File: src/rtl/core/mrpt_pkg.sv
// Package for the primality tester: datapath commands, status struct,
// controller states and the witness base table. No dependencies.
package mrpt_pkg;

    localparam int BASE_IDX_W = 4;
    localparam int BASE_W     = 8;

    typedef enum logic [3:0] {
        DP_NONE,
        DP_LOAD,
        DP_HALVE,
        DP_POW_INIT,
        DP_MUL_AB,
        DP_MUL_BB,
        DP_SHIFT_E,
        DP_MUL_AA,
        DP_NEXT_BASE,
        DP_J_INIT,
        DP_J_INC
    } dp_op_t;

    typedef struct packed {
        logic reject;
        logic d_even;
        logic base_end;
        logic e_zero;
        logic e_lsb;
        logic acc_one;
        logic acc_nm1;
        logic j_lt_s;
        logic mul_done;
    } dp_status_t;

    typedef enum logic [3:0] {
        ST_IDLE,
        ST_CHECK,
        ST_HALVE,
        ST_BASE_CHK,
        ST_POW_TEST,
        ST_WAIT_AB,
        ST_ISSUE_BB,
        ST_WAIT_BB,
        ST_CHECK_X,
        ST_SQ_TEST,
        ST_WAIT_AA,
        ST_SQ_CHK
    } ctrl_state_t;

    // Witness bases: the first thirteen primes.
    function automatic logic [BASE_W-1:0] base_at(input logic [BASE_IDX_W-1:0] idx);
        logic [BASE_W-1:0] v;
        begin
            case (idx)
                4'd0:    v = 8'd2;
                4'd1:    v = 8'd3;
                4'd2:    v = 8'd5;
                4'd3:    v = 8'd7;
                4'd4:    v = 8'd11;
                4'd5:    v = 8'd13;
                4'd6:    v = 8'd17;
                4'd7:    v = 8'd19;
                4'd8:    v = 8'd23;
                4'd9:    v = 8'd29;
                4'd10:   v = 8'd31;
                4'd11:   v = 8'd37;
                4'd12:   v = 8'd41;
                default: v = 8'd0;
            endcase
            return v;
        end
    endfunction

endpackage

File: src/rtl/core/mrpt_mulmod.sv
// Bit-serial modular multiplier: (x * y) mod m by double-and-add.
// Depends on nothing but its parameter; used by mrpt_datapath.
module mrpt_mulmod #(
    parameter int W = 64
) (
    input  logic         clk,
    input  logic         rst_n,
    input  logic         start,
    input  logic [W-1:0] x,
    input  logic [W-1:0] y,
    input  logic [W-1:0] m,
    output logic         done,
    output logic [W-1:0] prod
);

    localparam int CW = (W > 1) ? $clog2(W) : 1;

    logic          busy_reg, busy_next;
    logic          phase_reg, phase_next;
    logic          done_reg, done_next;
    logic [CW-1:0] cnt_reg, cnt_next;
    logic [W-1:0]  acc_reg, acc_next;
    logic [W-1:0]  x_reg, x_next;
    logic [W-1:0]  y_reg, y_next;
    logic [W-1:0]  m_reg, m_next;
    logic [W-1:0]  addend;
    logic [W-1:0]  room;
    logic [W-1:0]  sum;
    logic          last_bit;

    // One modular addition per cycle: phase 0 doubles, phase 1 adds x.
    assign addend   = phase_reg ? x_reg : acc_reg;
    assign room     = m_reg - addend;
    assign sum      = (acc_reg >= room) ? (acc_reg - room) : (acc_reg + addend);
    assign last_bit = (cnt_reg == '0);

    always_comb
    begin
        busy_next  = busy_reg;
        phase_next = phase_reg;
        done_next  = 1'b0;
        cnt_next   = cnt_reg;
        acc_next   = acc_reg;
        x_next     = x_reg;
        y_next     = y_reg;
        m_next     = m_reg;
        if (start)
        begin
            busy_next  = 1'b1;
            phase_next = 1'b0;
            cnt_next   = CW'(W - 1);
            acc_next   = '0;
            x_next     = x;
            y_next     = y;
            m_next     = m;
        end
        else if (busy_reg)
        begin
            acc_next = sum;
            if (!phase_reg && y_reg[W-1])
            begin
                phase_next = 1'b1;
            end
            else
            begin
                phase_next = 1'b0;
                if (last_bit)
                begin
                    busy_next = 1'b0;
                    done_next = 1'b1;
                end
                else
                begin
                    cnt_next = cnt_reg - 1'b1;
                    y_next   = {y_reg[W-2:0], 1'b0};
                end
            end
        end
    end

    always_ff @(posedge clk or negedge rst_n)
    begin
        if (!rst_n)
        begin
            busy_reg  <= 1'b0;
            phase_reg <= 1'b0;
            done_reg  <= 1'b0;
            cnt_reg   <= '0;
        end
        else
        begin
            busy_reg  <= busy_next;
            phase_reg <= phase_next;
            done_reg  <= done_next;
            cnt_reg   <= cnt_next;
        end
    end

    always_ff @(posedge clk)
    begin
        acc_reg <= acc_next;
        x_reg   <= x_next;
        y_reg   <= y_next;
        m_reg   <= m_next;
    end

    assign done = done_reg;
    assign prod = acc_reg;

endmodule

File: src/rtl/core/mrpt_datapath.sv
// Datapath of the primality tester: candidate, d, s, exponent, accumulator
// and base registers plus the modular multiplier. Uses mrpt_pkg, mrpt_mulmod.
module mrpt_datapath
    import mrpt_pkg::*;
#(
    parameter int W         = 64,
    parameter int NUM_BASES = 13
) (
    input  logic         clk,
    input  logic         rst_n,
    input  dp_op_t       op,
    input  logic [W-1:0] candidate,
    output dp_status_t   status
);

    localparam int SW = $clog2(W + 1);
    localparam int IW = $clog2(NUM_BASES + 1);

    logic [W-1:0]  n_reg, nm1_reg, d_reg, e_reg, acc_reg, b_reg;
    logic [SW-1:0] s_reg, j_reg;
    logic [IW-1:0] i_reg;
    logic          dest_b_reg;
    logic [W-1:0]  base_ext;
    logic          mul_start;
    logic [W-1:0]  mul_x, mul_y, mul_prod;
    logic          mul_done;

    assign base_ext  = W'(base_at(BASE_IDX_W'(i_reg)));
    assign mul_start = (op == DP_MUL_AB) || (op == DP_MUL_BB) || (op == DP_MUL_AA);
    assign mul_x     = (op == DP_MUL_BB) ? b_reg : acc_reg;
    assign mul_y     = (op == DP_MUL_AA) ? acc_reg : b_reg;

    mrpt_mulmod #(.W(W)) u_mul (
        .clk   (clk),
        .rst_n (rst_n),
        .start (mul_start),
        .x     (mul_x),
        .y     (mul_y),
        .m     (n_reg),
        .done  (mul_done),
        .prod  (mul_prod)
    );

    always_ff @(posedge clk or negedge rst_n)
    begin
        if (!rst_n)
        begin
            dest_b_reg <= 1'b0;
        end
        else if (mul_start)
        begin
            dest_b_reg <= (op == DP_MUL_BB);
        end
    end

    always_ff @(posedge clk)
    begin
        case (op)
            DP_LOAD:
            begin
                n_reg   <= candidate;
                nm1_reg <= candidate - 1'b1;
                d_reg   <= candidate - 1'b1;
                s_reg   <= '0;
                i_reg   <= '0;
            end
            DP_HALVE:
            begin
                d_reg <= d_reg >> 1;
                s_reg <= s_reg + 1'b1;
            end
            DP_POW_INIT:
            begin
                acc_reg <= W'(1);
                b_reg   <= base_ext;
                e_reg   <= d_reg;
            end
            DP_SHIFT_E:   e_reg <= e_reg >> 1;
            DP_NEXT_BASE: i_reg <= i_reg + 1'b1;
            DP_J_INIT:    j_reg <= SW'(1);
            DP_J_INC:     j_reg <= j_reg + 1'b1;
            default:      ;
        endcase
        if (mul_done)
        begin
            if (dest_b_reg)
            begin
                b_reg <= mul_prod;
            end
            else
            begin
                acc_reg <= mul_prod;
            end
        end
    end

    assign status.reject   = (n_reg < W'(2)) || ((n_reg != W'(2)) && !n_reg[0]);
    assign status.d_even   = !d_reg[0] && (d_reg != '0);
    assign status.base_end = (i_reg >= IW'(NUM_BASES)) || (base_ext >= nm1_reg);
    assign status.e_zero   = (e_reg == '0);
    assign status.e_lsb    = e_reg[0];
    assign status.acc_one  = (acc_reg == W'(1));
    assign status.acc_nm1  = (acc_reg == nm1_reg);
    assign status.j_lt_s   = (j_reg < s_reg);
    assign status.mul_done = mul_done;

endmodule

File: config.mk
export PLATFORM = sky130hd
export DESIGN_NAME = mrpt_datapath
export DESIGN_NICKNAME = d
export VERILOG_FILES = /design/src/rtl/core/mrpt_pkg.sv /design/src/rtl/core/mrpt_mulmod.sv /design/src/rtl/core/mrpt_datapath.sv
export SDC_FILE = /design/constraint.sdc
export NUM_CORES = 2
export LEC_CHECK = 0
export BUFFER_PORTS_ARGS = -buffer_cell sky130_fd_sc_hd__buf_2
export CAP_MARGIN = 40
export CORE_MARGIN = 10
export CORE_UTILIZATION = 52
export DETAILED_ROUTE_END_ITERATION = 8
export PLACE_DENSITY = 0.69
export SYNTH_ARGS = -nofsm -noshare
export SYNTH_HDL_FRONTEND = slang
export SYNTH_HIERARCHICAL = 1
export SYNTH_SLANG_ARGS = --single-unit
File: constraint.sdc
create_clock -name clk -period 13.1 [get_ports clk]
set_input_delay 2.62 -clock clk [delete_from_list [all_inputs] [get_ports clk]]
set_output_delay 2.62 -clock clk [all_outputs]
set_load 0.02 [all_outputs]
## Word-level counts from Yosys, hierarchy flattened

Memories as Yosys holds them, arrays and structs flattened. A register that Yosys moved wholly into a read port is not among the register bits.
Index checks and enable logic that the tools add are counted.

- Register bits after elaboration: 668
- Memory bits (read-only): 96
- Input bits: 70
- Output and inout port bits: 9
- Word-level logic and storage cells: 101
- Memories: 1

Memories:

| name | depth | bits a word | rd ports | clocked after Yosys merged registers in | write ports | line | source |
|---|---|---|---|---|---|---|---|
| (no name shown) | 16 | 6 | 1 | 1 | 0 | mrpt_pkg.sv:53 | `case (idx)` |

- Add/subtract/negate cells: 8
- Order comparisons: 5
- Equality and inequality tests: 15
- Muxes and demuxes: 35
- Reductions and logical operators: 19

Operators with widths:

| operator | number |
|---|---|
| $mux W64 | 14 |
| $pmux W64 S2 | 2 |
| $sub A64 B64 Y64 | 2 |
| $add A64 B64 Y64 | 1 |
| $eq A64 B1 Y1 const B | 1 |
| $eq A64 B64 Y1 | 1 |
| $ge A64 B64 Y1 | 1 |
| $ge A8 B64 Y1 | 1 |
| $logic_not A64 Y1 | 1 |
| $lt A64 B2 Y1 const B | 1 |
| $ne A64 B2 Y1 const B | 1 |
| $reduce_bool A64 Y1 | 1 |
| $sub A64 B1 Y64 const B | 1 |
| $pmux W7 S2 | 2 |
| $mux W6 | 4 |
| $eq A4 B3 Y1 const B | 4 |
| $add A7 B1 Y7 const B | 2 |
| $eq A4 B4 Y1 const B | 3 |
| $mux W1 | 11 |
| $reduce_bool A2 Y1 | 5 |
| $eq A4 B2 Y1 const B | 2 |
| $pmux W4 S2 | 1 |
| $lt A7 B7 Y1 | 1 |
| $logic_not A6 Y1 | 1 |
| other kinds (10) | 18 |

## Longest topological paths before layout

- Word-level depth: 5
- Mapped depth: 32
- Mapped depth without buffers: 28

## Cells and area by module

Netlist, hierarchy kept.

By module, submodules not included:

| module | times used | cells each | area each (sq um) | seq. area each (sq um) |
|---|---|---|---|---|
| mrpt_mulmod | 1 | 2,402 | 21,569.4 | 7,272.0 |
| mrpt_datapath | 1 | 1,729 | 19,461.2 | 10,935.5 |

## Worst setup path before layout

Ideal clock, no wire load.

- Path type: input to register
- From: in op[0]
- To: reg u_mul.y_reg[0] (enable)
- Library setup time: 0.424 ns
- Arrival time: 10.755 ns
- Data required time: 12.676 ns
- Slack: 1.922 ns
- Cell stages on the path: 8
- Path buffers: 4
- Path through: clkbuf_1 -> nor2b_1 -> nor2_1 -> clkbuf_1 -> clkbuf_1 -> inv_1 -> clkbuf_1 -> nand2_1

- Longest elaborated chain between the ends: 5
- Elaborated cells between the ends (all ways): 9
- Those cells by class: 5 x eq/ne; 4 x reduce/logical

Ends and longest elaborated chain:

| what | line | source |
|---|---|---|
| from (decl) | mrpt_datapath.sv:11 | `input dp_op_t op,` |
| $eq A4 B3 Y1 | mrpt_datapath.sv:29 | `assign mul_start = (op == DP_MUL_AB) \|\| (op == DP_MUL_BB) \|\| (op == DP_MUL_AA);` |
| $logic_or A1 B1 Y1 | mrpt_datapath.sv:29 |  |
| $logic_or A1 B1 Y1 (*) | mrpt_datapath.sv:29 |  |
| net mul_start | mrpt_datapath.sv:24 | `logic mul_start;` |
| $ne A2 B2 Y1 (no source line) or $reduce_bool A2 Y1 (tied branches) | -- |  |
| $reduce_and A3 Y1 (no source line) (*) | -- |  |
| to (signal assigned) | mrpt_mulmod.sv:103 | `y_reg <= y_next;` |
| to (decl) | mrpt_mulmod.sv:24 | `logic [W-1:0] y_reg, y_next;` |

Mark *: on every way through the listed nets, which the timed path passes. The rest lies on a longest branch.
A chain may end at the register's enable or synchronous reset.

## Worst setup path in the final report

- From: reg u_mul.phase_reg
- To: reg u_mul.acc_reg[58] (netlist: u_mul/prod[58])

- Longest elaborated chain between the ends: 4
- Elaborated cells between the ends (all ways): 6
- Those cells by class: 3 x add/sub; 1 x order compare; 2 x mux

Ends and longest elaborated chain:

| what | line | source |
|---|---|---|
| from (decl) | mrpt_mulmod.sv:19 | `logic phase_reg, phase_next;` |
| from (signal assigned) | mrpt_mulmod.sv:93 | `phase_reg <= phase_next;` |
| $mux W64 (*) | mrpt_mulmod.sv:32 | `assign addend = phase_reg ? x_reg : acc_reg;` |
| $sub A64 B64 Y64 | mrpt_mulmod.sv:33 | `assign room = m_reg - addend;` |
| $sub A64 B64 Y64 or $ge A64 B64 Y1 (tied branches) | mrpt_mulmod.sv:34 | `assign sum = (acc_reg >= room) ? (acc_reg - room) : (acc_reg + addend);` |
| $mux W64 (*) | mrpt_mulmod.sv:34 |  |
| to (signal assigned) | mrpt_mulmod.sv:101 | `acc_reg <= acc_next;` |
| to (decl) | mrpt_mulmod.sv:22 | `logic [W-1:0] acc_reg, acc_next;` |

Every way passes the cells marked *; elsewhere a longest branch is shown, timed or not.

==> metrics.yaml <==
global_route:
  top_usage_layer: "met1"
  antenna_found_initial: 6
  groute.layer.met1.usage: 0.369
  grt_max_degree: 149
  track_usage: 0.247
  use_met2: 0.354
  grt_pass1_wl_mm: 175
  gr-total-overflow: 0
  gr-usage-met3: 0.0280
  grt_pass1_vias: 29500
synthesis:
  syn-instance-count: 4131
  ys_ff_latch: 674
  ys_async_sr_fraction: 0.0148
  syn_area_sq_mm: 0.0410
  syn-num-nets: 4418
  synth-edff-count: 466
  ys_types: 95
  synth.avg_cell_area_sq_um: 9.93
  synth_top_cell_area_share: 0.341
  yosysTopAreaCell: "edfxtp_1"
  synth_area_leaders: "edfxtp_1 (34%), dfxtp_1 (9.7%), mux2_2 (7.7%)"
  yosysWarnings: 6
  ys_seq_area_frac: 0.444
  synth_ff_type: "edfxtp_1"
worst_setup_path:
  crit_path_end_kind: "register"
  slowest_delay_ns: 0.73
  timing_worst_setup_path_type: "reg2reg"
  cp.required_ns: 13.58
  cp_max_fo: 92
  cp_data_arrival_time_ns: 8.28
  critPathSlowestCell: "buf_4"
  cp-start-kind: "register"
clock_network:
  cts.repair.resized: 0
  root_buffer: "clkbuf_16"
  clockBufferDepth: 3
  cts_tree: "built"
  post_cts_buffers: 0
  cts_buffers: 70
  cts-htree-levels: 3
  postCtsHoldBufs: 0
  cts.sinks: 674
  path_clk_slew_ns: 0.06
  clock_latency_ns: 0.61
die:
  die_y_um: 301
  ios: 79
  initial_utilization: 0.527
  die_area_sq_mm: 0.0905
  die_w_um: 301
  rows: 102
  fp.coreArea_sq_mm: 0.0778
placement:
  hpwlAfterDp_mm: 87.6
  place_congestion: 0.963
  place_area_sq_mm: 0.0424
  portBuffers: 78
  pre_cts_ws_ns: 5.41
routing:
  ant_nets: 0
  vias: 32000
  drt_iter0_drc: 3587
  routedWlPerCell_um: 22.1
  drc_errors: 0
  wirelength_mm: 115
  dr.pass1.iters: 6
  viasPerCell: 6.13
cells_and_area:
  drive_above_1_share: 0.133
  fin_area_sq_mm: 0.0447
  seqCellArea_sq_mm: 0.0182
  multi_input_area_sq_mm: 0.0216
  final_net_count: 4402
  fill_cells: 6672
  area_growth_pct: 8.89
sta:
  final.setup.worst_slack_ns: 5.30
  fin_skew_ns: 0.0366
  finalCritPeriodShare: 0.596
  tightest_slew_ns: 1.05
  relSlewSlack: 0.291
  slew_violations: 0
  hold_viol: 0
  period_minus_slack_ns: 7.80
  rsz0062_at_grt: "no"
  setup_viol: 0
  fmax_mhz: 128
  final.setup.tns_ns: 0
hold_path:
  hold_path_class: "reg2reg"
outcome:
  status: "finished, final reports clean"
job:
  cap_violations: 0
[worst max-delay path, delay by kind of cell (launching register included)]
kind	cells	cell delay [ns]
buffers and inverters	2	0.80
AO/OA/AOI/OAI	14	3.69
AND/OR/NAND/NOR	5	1.33
XOR/XNOR	1	0.16
flip-flops	1	0.59
adder cells (fa/ha/maj)	3	1.09
[cell usage after synthesis, drive strengths merged, types with 23 or more instances]
cell and number:
nor3 51, inv 155, buf 27, mux2 283, edfxtp 466, a211oi 55
xnor2 139, o211ai 32, mux2i 77, clkbuf 172, o21a 29, ha 214
nand2b 37, a31oi 56, o31ai 30, nor2 245, nand4 82, o21ai 289
xor2 150, nand3 54, nand2 485, or4 34, or3 32, dfxtp 198
nor2b 23, a21oi 250, a21o 125, nor4 117, o21bai 43
[placed cells by master, fill, tap and decap left out, types with 77 or more instances in the layout]
cell type	synthesis	final
nand4_1	81	81
a21o_1	125	124
inv_1	154	153
a21oi_1	249	249
dfxtp_1	198	198
o21ai_0	249	248
mux2i_1	77	77
xnor2_1	139	139
nor4_1	117	117
mux2_2	281	281
edfxtp_1	466	466
ha_1	214	214
nand2_1	485	482
buf_2	9	82
xor2_1	150	150
nor2_1	245	242
[through the flow]
step,cells,utilization,hold slack [ns]
final,5211,0.574,0.449
after floorplan,4131,-,0.426
after global routing,5211,0.574,0.453
after global placement,5069,0.542,0.431
after CTS,5204,0.574,0.450
after detailed placement,5082,0.545,0.436
[logic make-up (layout without fill, tap and decap cells)]
logic type	after synthesis	after routing	share of synthesized area
simple gates	1234	1234	0.144
compound gates	1002	1002	0.154
xor+xnor	289	289	0.0617
fa+ha+maj	217	217	0.0667
mux	360	360	0.0965
other cells	0	6	0
flops	674	674	0.444
buf+inv	355	389	0.0329
[path summary, 6_finish.rpt]
kind,depth (start not counted),from,end,slack [ns]
max,25,u_mul/phase_reg,u_mul/prod[58],5.30
min,0,n_reg[22],u_mul/m_reg[22],0.45
max reg2reg,25,u_mul/phase_reg,u_mul/prod[58],5.30
min reg2reg,0,n_reg[22],u_mul/m_reg[22],0.45
max in group asynchronous,1,rst_n,u_mul/phase_reg,10.92
min in group asynchronous,1,rst_n,u_mul/cnt_reg[3],1.90
[cell type report]
type,count,share of cell area
Antenna cell,6,0.000336
Clock buffer,92,0.0422
Clock inverter,30,0.00815
Inverter,156,0.0132
Multi-Input combinational cell,3102,0.483
Sequential cell,674,0.408
Tap cell,1040,0.0291
Timing Repair Buffer,111,0.0168
[per-layer routing]
| metal | vias to the layer above | wire length, um | part of all wire |
|---|---|---|---|
| met3 | 176 | 8840 | 0.077 |
| met1 | 15200 | 53600 | 0.47 |
| li1 | 15300 | - | - |
| met4 | 0 | 4930 | 0.043 |
| met5 | - | 0 | 0 |
| met2 | 1290 | 47600 | 0.41 |
Power is left out: the tool's default activity adds up to more than one toggle a clock period on the data nets, which glitch-free logic cannot reach.
